--- config.mk ---
export PLATFORM = sky130hd
export DESIGN_NAME = gaze_track_or_scan_sequencer
export DESIGN_NICKNAME = d
export VERILOG_FILES = /design/src/rtl/core/gtss_pkg.sv /design/src/rtl/core/gaze_track_or_scan_sequencer.sv /design/src/rtl/core/gtss_cordic.sv /design/src/rtl/core/gtss_scan_table.sv
export SDC_FILE = /design/constraint.sdc
export NUM_CORES = 2
export LEC_CHECK = 0
export ABC_AREA = 1
export CORE_MARGIN = 5
export CORE_UTILIZATION = 37
export DETAILED_ROUTE_END_ITERATION = 6
export DONT_BUFFER_PORTS = 1
export SKIP_LAST_GASP = 1
export SLEW_MARGIN = 20
export SYNTH_ARGS = -nofsm -noshare
export SYNTH_HDL_FRONTEND = slang
export SYNTH_HIERARCHICAL = 1
export SYNTH_SLANG_ARGS = --single-unit
--- constraint.sdc ---
create_clock -name i_clk -period 14.1 [get_ports i_clk]
set_clock_uncertainty 0.05 [all_clocks]
set_input_delay 0.705 -clock i_clk [delete_from_list [all_inputs] [get_ports i_clk]]
set_output_delay 0.705 -clock i_clk [all_outputs]
set_load 0.01 [all_outputs]
--- src/rtl/core/gtss_pkg.sv ---
package gtss_pkg;

    // Q3.13 angle
    typedef logic signed [15:0] t_angle;

    // Input item
    typedef struct packed {
        logic [1:0]         req_type;
        logic               target_seen;
        logic [15:0]        target_age;
        logic signed [23:0] target_x;
        logic signed [23:0] target_y;
        logic signed [23:0] target_z;
        logic [3:0]         entry_index;
        t_angle             entry_yaw;
        t_angle             entry_pitch;
    } t_in_item;

    // Result item
    typedef struct packed {
        t_angle aim_yaw;
        t_angle aim_pitch;
        logic   smooth_move;
    } t_out_item;

    // One scan table row
    typedef struct packed {
        t_angle yaw;
        t_angle pitch;
    } t_scan_entry;

    // Request codes
    localparam logic [1:0] REQ_TICK        = 2'd0;
    localparam logic [1:0] REQ_GETUP_START = 2'd1;
    localparam logic [1:0] REQ_GETUP_END   = 2'd2;
    localparam logic [1:0] REQ_WRITE_ENTRY = 2'd3;

    // Configuration register indexes
    localparam logic [1:0] CFG_SEEN_TIMEOUT = 2'd0;
    localparam logic [1:0] CFG_DWELL        = 2'd1;
    localparam logic [1:0] CFG_PITCH_BIAS   = 2'd2;
    localparam logic [1:0] CFG_SCAN_COUNT   = 2'd3;

    // CORDIC datapath widths
    localparam int XY_W   = 27;   // 24-bit input, sign flip, gain and sqrt(2) growth
    localparam int Z_W    = 35;   // angle accumulator, 2^-30 rad units
    localparam int ANG_W  = 18;   // accumulator rounded to Q5.13
    localparam int MAX_STEPS = 24;

    localparam logic signed [Z_W-1:0] PI_UNITS = 35'sd3373259426;

    typedef enum logic [2:0] {
        S_IDLE,
        S_YAW,
        S_PITCH,
        S_READ,
        S_EMIT
    } t_state;

    typedef struct packed {
        logic               start;
        logic signed [23:0] x;
        logic signed [23:0] y;
    } t_cordic_req;

    typedef struct packed {
        logic                   busy;
        logic                   done;
        logic signed [ANG_W-1:0] angle;
    } t_cordic_rsp;

    // atan(2^-i) in 2^-30 rad units
    function automatic logic [30:0] f_atan(input logic [4:0] i);
        logic [30:0] v;
        case (i)
            5'd0:  v = 31'd843314857;
            5'd1:  v = 31'd497837829;
            5'd2:  v = 31'd263043837;
            5'd3:  v = 31'd133525159;
            5'd4:  v = 31'd67021687;
            5'd5:  v = 31'd33543516;
            5'd6:  v = 31'd16775851;
            5'd7:  v = 31'd8388437;
            5'd8:  v = 31'd4194283;
            5'd9:  v = 31'd2097149;
            5'd10: v = 31'd1048576;
            5'd11: v = 31'd524288;
            5'd12: v = 31'd262144;
            5'd13: v = 31'd131072;
            5'd14: v = 31'd65536;
            5'd15: v = 31'd32768;
            5'd16: v = 31'd16384;
            5'd17: v = 31'd8192;
            5'd18: v = 31'd4096;
            5'd19: v = 31'd2048;
            5'd20: v = 31'd1024;
            5'd21: v = 31'd512;
            5'd22: v = 31'd256;
            5'd23: v = 31'd128;
            default: v = 31'd0;
        endcase
        return v;
    endfunction

endpackage

--- src/rtl/core/gaze_track_or_scan_sequencer.sv ---
// Head aiming sequencer. Items arrive on a valid/ready channel: ticks, getup
// start/end (set/clear a hold that suppresses results), and scan table writes.
// An unheld tick with a fresh target (target_seen and target_age below the
// timeout) yields one smoothed item with yaw = atan2(y,x) and a saturated
// pitch = atan2(z,x) + pitch_bias; otherwise, once more than dwell_ticks ticks
// have passed since the last scan move, it yields the next scan table entry
// unsmoothed. Getup, table-write, held and silent ticks leave the block
// ready in S_IDLE; a scan move passes through a registered table read
// (S_READ) and S_EMIT, and a tracked tick through S_YAW and S_PITCH, in
// which one iterative CORDIC vectoring unit runs twice, once per angle,
// and then S_EMIT. A finished result sits in an output register; the
// block goes back to accepting items while it waits, and stalls only if
// a second result is ready before the first was taken. Table entries that
// were never written read back as garbage. Configuration writes take
// effect at once and must only be made while the block is idle.
module gaze_track_or_scan_sequencer
    import gtss_pkg::*;
#(
    parameter int SCAN_DEPTH  = 16,
    parameter int ANGLE_STEPS = 16
) (
    input  logic        i_clk,
    input  logic        i_rst_n,
    // item input
    input  logic        i_in_valid,
    output logic        o_in_ready,
    input  t_in_item    i_in_item,
    // result output
    output logic        o_out_valid,
    input  logic        i_out_ready,
    output t_out_item   o_out_item,
    // configuration writes
    input  logic        i_cfg_we,
    input  logic [1:0]  i_cfg_index,
    input  logic [15:0] i_cfg_data
);

    // pointer width and a count width that can hold SCAN_DEPTH and scan_count
    localparam int PW = (SCAN_DEPTH > 1) ? $clog2(SCAN_DEPTH) : 1;
    localparam int CW = ($clog2(SCAN_DEPTH + 1) > 5) ? $clog2(SCAN_DEPTH + 1) : 5;

    // configuration
    logic [15:0]        r_seen_timeout;
    logic [15:0]        r_dwell;
    logic signed [15:0] r_pitch_bias;
    logic [4:0]         r_scan_count;

    // control state
    t_state       r_state, n_state;
    logic         r_hold, n_hold;
    logic [PW-1:0] r_ptr, n_ptr;
    logic [15:0]  r_tsm, n_tsm;          // ticks since last scan move
    logic         r_out_valid, n_out_valid;

    // payload
    logic signed [23:0] r_x, n_x;
    logic signed [23:0] r_z, n_z;
    t_angle             r_res_yaw, n_res_yaw;
    t_angle             r_res_pitch, n_res_pitch;
    logic               r_res_smooth, n_res_smooth;
    t_out_item          r_out_item, n_out_item;

    // unit links
    t_cordic_req w_creq;
    t_cordic_rsp w_crsp;
    logic        w_mem_we, w_mem_re;
    logic [PW-1:0] w_waddr;
    t_scan_entry w_wdata, w_rdata;

    // combinational helpers
    logic              w_accept;
    logic              w_track;
    logic [15:0]       w_tsm_inc;
    logic [CW-1:0]     w_cnt_raw, w_cnt, w_ptr_inc;
    logic [PW-1:0]     w_ptr_wr, w_ptr_next;
    logic [PW+3:0]     w_idx_wide;
    logic signed [ANG_W:0] w_pitch_sum;
    t_angle            w_pitch_sat;

    gtss_cordic #(
        .ANGLE_STEPS(ANGLE_STEPS)
    ) u_cordic (
        .i_clk  (i_clk),
        .i_rst_n(i_rst_n),
        .i_req  (w_creq),
        .o_rsp  (w_crsp)
    );

    gtss_scan_table #(
        .DEPTH(SCAN_DEPTH),
        .AW   (PW)
    ) u_table (
        .i_clk  (i_clk),
        .i_we   (w_mem_we),
        .i_waddr(w_waddr),
        .i_wdata(w_wdata),
        .i_re   (w_mem_re),
        .i_raddr(w_ptr_wr),
        .o_rdata(w_rdata)
    );

    // configuration registers
    always_ff @(posedge i_clk) begin
        if (!i_rst_n) begin
            r_seen_timeout <= 16'd90;
            r_dwell        <= 16'd45;
            r_pitch_bias   <= '0;
            r_scan_count   <= 5'd1;
        end else if (i_cfg_we) begin
            unique case (i_cfg_index)
                CFG_SEEN_TIMEOUT: r_seen_timeout <= i_cfg_data;
                CFG_DWELL:        r_dwell        <= i_cfg_data;
                CFG_PITCH_BIAS:   r_pitch_bias   <= i_cfg_data;
                CFG_SCAN_COUNT:   r_scan_count   <= i_cfg_data[4:0];
                default: ;
            endcase
        end
    end

    // scan index arithmetic
    always_comb begin
        // count in use: 0 means 1, clamp to table depth
        w_cnt_raw = CW'(r_scan_count);
        if (w_cnt_raw == '0) begin
            w_cnt = CW'(1);
        end else if (w_cnt_raw > CW'(SCAN_DEPTH)) begin
            w_cnt = CW'(SCAN_DEPTH);
        end else begin
            w_cnt = w_cnt_raw;
        end
        // pointer beyond count wraps before use
        w_ptr_wr   = (CW'(r_ptr) >= w_cnt) ? '0 : r_ptr;
        w_ptr_inc  = CW'(w_ptr_wr) + CW'(1);
        w_ptr_next = (w_ptr_inc >= w_cnt) ? '0 : w_ptr_inc[PW-1:0];

        w_tsm_inc  = (r_tsm != 16'hFFFF) ? r_tsm + 16'd1 : r_tsm;
        w_track    = i_in_item.target_seen && (i_in_item.target_age < r_seen_timeout);

        w_idx_wide = {{PW{1'b0}}, i_in_item.entry_index};
        w_waddr    = w_idx_wide[PW-1:0];
        w_wdata.yaw   = i_in_item.entry_yaw;
        w_wdata.pitch = i_in_item.entry_pitch;

        // tracked pitch with bias, saturated to 16 bits
        w_pitch_sum = (ANG_W + 1)'(w_crsp.angle) + (ANG_W + 1)'(r_pitch_bias);
        if (w_pitch_sum > (ANG_W + 1)'(32767)) begin
            w_pitch_sat = 16'sh7FFF;
        end else if (w_pitch_sum < -(ANG_W + 1)'(32768)) begin
            w_pitch_sat = 16'sh8000;
        end else begin
            w_pitch_sat = w_pitch_sum[15:0];
        end
    end

    assign o_in_ready = (r_state == S_IDLE);
    assign w_accept   = i_in_valid && o_in_ready;

    // sequencer
    always_comb begin
        n_state      = r_state;
        n_hold       = r_hold;
        n_ptr        = r_ptr;
        n_tsm        = r_tsm;
        n_x          = r_x;
        n_z          = r_z;
        n_res_yaw    = r_res_yaw;
        n_res_pitch  = r_res_pitch;
        n_res_smooth = r_res_smooth;
        n_out_item   = r_out_item;
        n_out_valid  = r_out_valid && !i_out_ready;

        w_creq.start = 1'b0;
        w_creq.x     = i_in_item.target_x;
        w_creq.y     = i_in_item.target_y;
        w_mem_we     = 1'b0;
        w_mem_re     = 1'b0;

        unique case (r_state)
            S_IDLE: begin
                if (w_accept) begin
                    case (i_in_item.req_type)
                        REQ_GETUP_START: n_hold = 1'b1;
                        REQ_GETUP_END:   n_hold = 1'b0;
                        REQ_WRITE_ENTRY: begin
                            w_mem_we = (int'(i_in_item.entry_index) < SCAN_DEPTH);
                        end
                        default: begin  // tick
                            n_tsm = w_tsm_inc;
                            if (!r_hold) begin
                                if (w_track) begin
                                    w_creq.start = 1'b1;
                                    n_x          = i_in_item.target_x;
                                    n_z          = i_in_item.target_z;
                                    n_state      = S_YAW;
                                end else if (w_tsm_inc <= r_dwell) begin
                                    n_ptr = w_ptr_wr;
                                end else begin
                                    // scan move: fetch entry, step pointer
                                    n_tsm    = '0;
                                    w_mem_re = 1'b1;
                                    n_ptr    = w_ptr_next;
                                    n_state  = S_READ;
                                end
                            end
                        end
                    endcase
                end
            end
            S_YAW: begin
                if (w_crsp.done) begin
                    n_res_yaw    = w_crsp.angle[15:0];
                    w_creq.start = 1'b1;
                    w_creq.x     = r_x;
                    w_creq.y     = r_z;
                    n_state      = S_PITCH;
                end
            end
            S_PITCH: begin
                if (w_crsp.done) begin
                    n_res_pitch  = w_pitch_sat;
                    n_res_smooth = 1'b1;
                    n_state      = S_EMIT;
                end
            end
            S_READ: begin
                n_res_yaw    = w_rdata.yaw;
                n_res_pitch  = w_rdata.pitch;
                n_res_smooth = 1'b0;
                n_state      = S_EMIT;
            end
            S_EMIT: begin
                // wait for the output register to free up
                if (!r_out_valid || i_out_ready) begin
                    n_out_item.aim_yaw     = r_res_yaw;
                    n_out_item.aim_pitch   = r_res_pitch;
                    n_out_item.smooth_move = r_res_smooth;
                    n_out_valid            = 1'b1;
                    n_state                = S_IDLE;
                end
            end
            default: n_state = S_IDLE;
        endcase
    end

    always_ff @(posedge i_clk) begin
        if (!i_rst_n) begin
            r_state     <= S_IDLE;
            r_hold      <= 1'b0;
            r_ptr       <= '0;
            r_tsm       <= 16'hFFFF;
            r_out_valid <= 1'b0;
        end else begin
            r_state     <= n_state;
            r_hold      <= n_hold;
            r_ptr       <= n_ptr;
            r_tsm       <= n_tsm;
            r_out_valid <= n_out_valid;
        end
        r_x          <= n_x;
        r_z          <= n_z;
        r_res_yaw    <= n_res_yaw;
        r_res_pitch  <= n_res_pitch;
        r_res_smooth <= n_res_smooth;
        r_out_item   <= n_out_item;
    end

    assign o_out_valid = r_out_valid;
    assign o_out_item  = r_out_item;

    // CORDIC only finishes while the sequencer waits on it
    a_done_in_run: assert property (@(posedge i_clk) disable iff (!i_rst_n)
        w_crsp.done |-> (r_state == S_YAW || r_state == S_PITCH))
        else $error("cordic done outside an angle run");

    // new items only when the shared unit is free
    a_ready_unit_free: assert property (@(posedge i_clk) disable iff (!i_rst_n)
        o_in_ready |-> !w_crsp.busy)
        else $error("ready while cordic busy");

    // a scan move restarts the dwell count
    a_scan_clears_tsm: assert property (@(posedge i_clk) disable iff (!i_rst_n)
        (r_state == S_READ) |-> (r_tsm == 16'd0))
        else $error("scan move without dwell reset");

    // pointer stays inside the table
    a_ptr_range: assert property (@(posedge i_clk) disable iff (!i_rst_n)
        int'(r_ptr) < SCAN_DEPTH)
        else $error("scan pointer out of range");

endmodule

--- src/rtl/core/gtss_cordic.sv ---
module gtss_cordic
    import gtss_pkg::*;
#(
    parameter int ANGLE_STEPS = 16
) (
    input  logic        i_clk,
    input  logic        i_rst_n,
    input  t_cordic_req i_req,
    output t_cordic_rsp o_rsp
);

    localparam int STEPS = (ANGLE_STEPS > MAX_STEPS) ? MAX_STEPS : ANGLE_STEPS;
    localparam logic [4:0] LAST = 5'(STEPS - 1);

    logic                    r_busy, n_busy;
    logic                    r_done, n_done;
    logic                    r_zero, n_zero;
    logic [4:0]              r_i, n_i;
    logic signed [XY_W-1:0]  r_x, n_x;
    logic signed [XY_W-1:0]  r_y, n_y;
    logic signed [Z_W-1:0]   r_z, n_z;

    logic signed [XY_W-1:0]  w_xin, w_yin, w_xs, w_ys;
    logic signed [Z_W-1:0]   w_atan, w_round;

    always_comb begin
        w_xin   = XY_W'(i_req.x);
        w_yin   = XY_W'(i_req.y);
        w_xs    = r_x >>> r_i;
        w_ys    = r_y >>> r_i;
        w_atan  = Z_W'(f_atan(r_i));
        w_round = r_z + Z_W'(65536);

        n_busy = r_busy;
        n_done = 1'b0;
        n_zero = r_zero;
        n_i    = r_i;
        n_x    = r_x;
        n_y    = r_y;
        n_z    = r_z;

        if (i_req.start) begin
            n_i = '0;
            if (w_xin == '0 && w_yin == '0) begin
                // atan2(0,0) is defined as zero
                n_zero = 1'b1;
                n_done = 1'b1;
                n_busy = 1'b0;
            end else begin
                n_zero = 1'b0;
                n_busy = 1'b1;
                if (w_xin[XY_W-1]) begin
                    // left half plane: rotate by pi first
                    n_x = -w_xin;
                    n_y = -w_yin;
                    n_z = w_yin[XY_W-1] ? -PI_UNITS : PI_UNITS;
                end else begin
                    n_x = w_xin;
                    n_y = w_yin;
                    n_z = '0;
                end
            end
        end else if (r_busy) begin
            if (!r_y[XY_W-1]) begin
                n_x = r_x + w_ys;
                n_y = r_y - w_xs;
                n_z = r_z + w_atan;
            end else begin
                n_x = r_x - w_ys;
                n_y = r_y + w_xs;
                n_z = r_z - w_atan;
            end
            n_i = r_i + 5'd1;
            if (r_i == LAST) begin
                n_busy = 1'b0;
                n_done = 1'b1;
            end
        end
    end

    always_ff @(posedge i_clk) begin
        if (!i_rst_n) begin
            r_busy <= 1'b0;
            r_done <= 1'b0;
            r_zero <= 1'b0;
            r_i    <= '0;
        end else begin
            r_busy <= n_busy;
            r_done <= n_done;
            r_zero <= n_zero;
            r_i    <= n_i;
        end
        r_x <= n_x;
        r_y <= n_y;
        r_z <= n_z;
    end

    assign o_rsp.busy  = r_busy;
    assign o_rsp.done  = r_done;
    assign o_rsp.angle = r_zero ? '0 : w_round[Z_W-1:Z_W-ANG_W];

endmodule

--- src/rtl/core/gtss_scan_table.sv ---
module gtss_scan_table
    import gtss_pkg::*;
#(
    parameter int DEPTH = 16,
    parameter int AW    = 4
) (
    input  logic          i_clk,
    input  logic          i_we,
    input  logic [AW-1:0] i_waddr,
    input  t_scan_entry   i_wdata,
    input  logic          i_re,
    input  logic [AW-1:0] i_raddr,
    output t_scan_entry   o_rdata
);

    t_scan_entry r_mem [DEPTH];
    t_scan_entry r_rdata;

    always_ff @(posedge i_clk) begin
        if (i_we) begin
            r_mem[i_waddr] <= i_wdata;
        end
    end

    always_ff @(posedge i_clk) begin
        if (i_re) begin
            r_rdata <= r_mem[i_raddr];
        end
    end

    assign o_rdata = r_rdata;

endmodule

== Word level (Yosys, flattened, before mapping) ==
Memories as Yosys holds them, arrays and structs flattened. A register that Yosys moved wholly into a read port is not among the register bits.
Cells that the tools add are included.
Word-level totals
  register bits after elaboration: 289
  bits in writable memories: 512
  ROM bits: 960
  input bits: 150
  output and inout bits: 35
  logic and storage cells: 177
  memories kept: 2
Memory list
  (name not given): words 32, bits a word 30, rd ports 1, clocked after memory_dff 1, write ports 0, RTL line gtss_pkg.sv:75  | case (i)
  u_table.r_mem: words 16, bits a word 32, rd ports 1, clocked after memory_dff 1, write ports 1, RTL line gtss_scan_table.sv:16  | t_scan_entry r_mem [DEPTH];
Cells by class
  add/sub/neg operators: 13
  magnitude comparators: 7
  eq/ne operators: 20
  shift-type cells: 2
  mux-type cells: 74
  bitwise operators: 4
  reduce and logical (&&, ||, !) cells: 31
Operator list (count)
  $mux 27: 10
  $mux 35: 6
  $mux 16: 8
  $pmux 16 s2: 2
  $add 27x27->27: 2
  $logic_not 27->1: 2
  $neg 24->27: 2
  $sshr 27x5->27: 2
  $sub 27x27->27: 2
  $mux 49: 1
  $mux 48: 1
  $add 35x18->35 const B: 1
  $add 35x32->35: 1
  $sub 35x32->35: 1
  $mux 1: 26
  $mux 3: 8
  $mux 5: 4
  $add 18x16->19: 1
  $gt 19x16->1 const B: 1
  $lt 19x16->1 const B: 1
  $mux 18: 1
  $add 16x1->16 const B: 1
  $le 16x16->1: 1
  $lt 16x16->1: 1
  32 further kinds: 65

== Longest topological paths before layout ==
  depth after elaboration: 9
  mapped depth: 33
  gate-level depth less buffers: 32

== Cells and area by module ==
The synthesis kept the hierarchy.
Modules (own cells, without submodules)
  gtss_scan_table: times used 1, cells each 2120, area an instance 23050.9 um^2
  gtss_cordic: times used 1, cells each 2619, area an instance 16039.1 um^2
  gaze_track_or_scan_sequencer: times used 1, cells each 1192, area an instance 10063.4 um^2

== Worst setup path before layout ==
Ideal clock, no wire load.
  path type: input port to flip-flop
  start: input port i_in_item[123] (netlist bit)
  end: register u_cordic.r_x[0], enable pin
  setup time: 0.662 ns
  data arrival time: 8.260 ns
  slack: 5.129 ns
  stages on the path: 11
  path through: ha_1 -> nand2_1 -> inv_1 -> nand3_1 -> nor3_1 -> nand2_1 -> nand3_1 -> o21ai_0 -> clkbuf_1 -> clkbuf_1 -> o21ai_0
RTL lines
  start: declaration: RTL line gaze_track_or_scan_sequencer.sv:27  | input t_in_item i_in_item,
  end signal: assignment: RTL line gtss_cordic.sv:93  | r_x <= n_x;
  end: declaration: RTL line gtss_cordic.sv:19  | logic signed [XY_W-1:0] r_x, n_x;

==> results.md <==
STA:
- The hold violation total from the final report is 0.
- The final critical-path share of the clock period is 38.32%.
- Setup repair after global routing left no endpoint under its margin.
- Setup violations remaining at the end of the flow were counted as 0.
- The number of max-slew violations in the final report is 0.
- The peak clock frequency supported by timing is 0.1851 GHz.
- For the final routed database, the setup TNS stands at 0 ps.
- The relative slew slack is 27.11%.
- At the pin with the least slew margin, the transition time is 1093 ps.
- The post-route minimum period is 5403 ps.
- The final critical-path setup slack is 8697 ps.

Route:
- The detailed-route vias per instance is 5.117.
- The violation count after the first detailed-route iteration is 3494.
- After detailed routing, the average wire length per cell comes to 18.45 um.
- The number of optimization iterations in the first detailed-route pass is 6.
- In the routed design, unresolved DRC markers number 0.
- The routed design has 143300 um of wire.
- The number of nets with antenna violations after routing is 0.
- Summing over every cut layer, the via total after detailed routing is 39740.

Floorplan:
- For this design the top-level I/O count stands at 185.
- The area enclosed by the die boundary is 0.1402 mm^2.
- From left edge to right edge, the die measures 374.5 um.
- The die outline height is 374.5 um.
- The core area is 0.1318 mm^2.
- In this run the core area contains 133 standard-cell rows.
- The starting utilization of the core area is 37.29%.

Hold path:
- The path category of the worst min-delay check is in -> reg.

Cells and area:
- After the last flow step, the layout net total stands at 6244.
- Of the cells placed in the final design, the portion with a size suffix greater than 1 is 5.729%.
- The area growth from synthesis to layout is 11.52%.

GRT:
- The first-pass GRT wire length is 219300 um.
- Entering global routing, the biggest net connects 196 pins.
- The combined global-route utilization of all metal layers is 19.78%.
- Summed over all layers, the global routing overflow is 0.
- The number of global-route vias before repair was 37280.
- The number of antenna violations at the first check in global routing is 19.

Clock network:
- The CTS clock-pin slew for the worst setup and hold paths is 60 ps.
- At the later pin of the worst-skew pair, clock insertion delay measures 750 ps.
- The number of clock buffers inserted by TritonCTS is 96.
- The post-cts sizing count is 0.
- CTS built an H-tree with a depth of 3.
- The number of buffers between clock root and the deepest sink is 3.
- The quantity of hold-fixing buffers added after cts is 80.
- The total setup buffers inserted after CTS is 0.
- The clock tree from TritonCTS is yes.
- In this run the clock root is driven by a clkbuf_16.
- The TritonCTS sink count is 863.

Worst setup path:
- The path type of the worst setup path is reg -> reg.
- In this run the worst path has a maximum fanout of 55.
- The number of buffers and inverters on the critical path is 7.
- STA classifies the critical path endpoint as a register.
- The cell with the largest stage delay on the worst path is o31ai_1.
- On the worst path, the slowest cell contributes a delay of 630 ps.
- For the worst setup path, the data arrival time is 5720 ps.
- The category of cells accounting for the largest share of critical-path delay is buffers and inverters.
- The critical path required time is 14410 ps.
- The startpoint kind of the worst setup timing path is a register.
- The signal on the critical path passes through inv_1, nor3_1, inv_1, nor2_4, buf_4, inv_2, buf_4, nand2_1, nand2_1, inv_1, ha_1, nand4_1, nor4_1, nand4_1, o31ai_1, o21ai_4, buf_4.

Placed design:
- At the end of routability-driven placement, the weighted congestion stood at 0.9090.
- Prior to clock tree synthesis, the placed netlist has a worst setup slack of 8725 ps.
- The total half-perimeter wirelength after legalization and detailed placement is 94300 um.
- The count of input and output buffers is 0.

Power and ir drop:
- The analysis attributes to cell leakage a power of 23.53 nW.
- IR analysis of the VDD net gives a maximum drop of 0.1073 mV.
- The power density relative to cell area is 124.4 mW/mm^2.

Yosys:
- For this run, the number of Yosys warnings is 6.
- The mapped netlist covers 0.04915 mm^2.
- The number of nets in the synthesized netlist is 6251.
- After technology mapping, the gate count stands at 5930.
- Averaged over all synthesized cells, the footprint is 8.288 um^2.

Run status:
- The flow ran to the end, and the final reports show no timing, DRC or antenna violations.

Flow run:
- Max-cap violations in this run came to 0.
sequential cells by signal, indices dropped and copies added, names as in the netlist, 4 cells and up:
| name | cells |
|---|---|
| r_dwell | 16 |
| r_z | 24 |
| r_scan_count | 5 |
| u_table/r_mem | 512 |
| r_ptr | 4 |
| r_res_pitch | 16 |
| r_x | 24 |
| r_tsm | 16 |
| o_out_item | 33 |
| u_cordic/r_x | 27 |
| u_cordic/w_atan | 30 |
| u_cordic/r_y | 27 |
| r_res_yaw | 16 |
| u_cordic/r_z | 35 |
| u_cordic/r_i | 5 |
| r_pitch_bias | 16 |
| u_table/o_rdata | 32 |
| r_seen_timeout | 16 |
power by group:
group,leakage (nW),internal (mW),switching (mW),total (mW)
Sequential,7.67,2.88,0.0465,2.92
Combinational,14.2,0.388,0.824,1.21
Clock,1.65,1.59,1.10,2.68
Total,23.5,4.85,1.97,6.82
through the flow:
step | power, mW | util (%) | instance area (um^2) | hold WS (ps) | cells
after floorplan | 3.842 | - | 49150 | 350.3 | 5930
after detailed placement | 4.138 | 38.38 | 50580 | 354.5 | 7500
after global routing | 7.141 | 41.58 | 54800 | 44.46 | 7761
after global placement | 4.122 | 38.38 | 50580 | 353.0 | 7500
after CTS | 6.871 | 41.57 | 54790 | 25.38 | 7760
final | 6.818 | 41.59 | 54810 | 79.06 | 7765
path summary, 6_finish.rpt:
kind | start | to | slack, ps | cells past startpoint
worst max-delay path | r_state[0] | u_cordic/r_z[11] | 8700 | 17
worst min-delay path | i_cfg_data[0] | r_dwell[0] | 80 | 2
worst max register to register | r_state[0] | u_cordic/r_z[11] | 8700 | 17
worst min register to register | r_res_pitch[3] | o_out_item[4] | 370 | 0
cells in the final DEF (no fill, tap or decap), types with 12 or more instances in the layout:
cell type,n
dlygate4sd3_1,80
or2_2,14
nand4_1,36
clkbuf_1,12
edfxtp_1,747
nor2_4,27
o211ai_1,28
clkbuf_16,97
bufinv_16,17
nand2_2,29
inv_1,780
nand3_1,754
a21oi_1,286
dfxtp_1,114
a31oi_1,31
xnor2_1,56
o22ai_1,13
a21oi_2,13
nor3_1,52
xor2_1,47
clkinv_1,17
clkinv_2,21
o21ai_0,294
nor2_1,321
ha_1,167
nand2_1,1728
buf_4,49
metal layers:
layer,global-route usage [%],wire length [um]
met4,5.027,3286
met2,31.90,65050
met1,28.03,66560
met3,2.893,8325
met5,0,62
worst register-to-register path: stages, from the launching register on:
cell,delay [ps]
dfxtp_1,370
inv_1,90
nor3_1,260
inv_1,120
nor2_4,90
buf_4,510
inv_2,440
buf_4,360
nand2_1,100
nand2_1,80
inv_1,70
ha_1,200
nand4_1,200
nor4_1,540
nand4_1,430
o31ai_1,630
o21ai_4,110
buf_4,390
layout make-up:
class                           count  area, um^2
Multi-Input combinational cell   4036       20220
Clock buffer                      109        2472
Fill cell                       13130       76990
Sequential cell                   863       24760
Inverter                          795        3002
Timing Repair Buffer              131        1209
Tap cell                         1755        2196
Clock inverter                     71       938.4
Antenna cell                        5       12.51
Power figures use the tool's default switching activity.
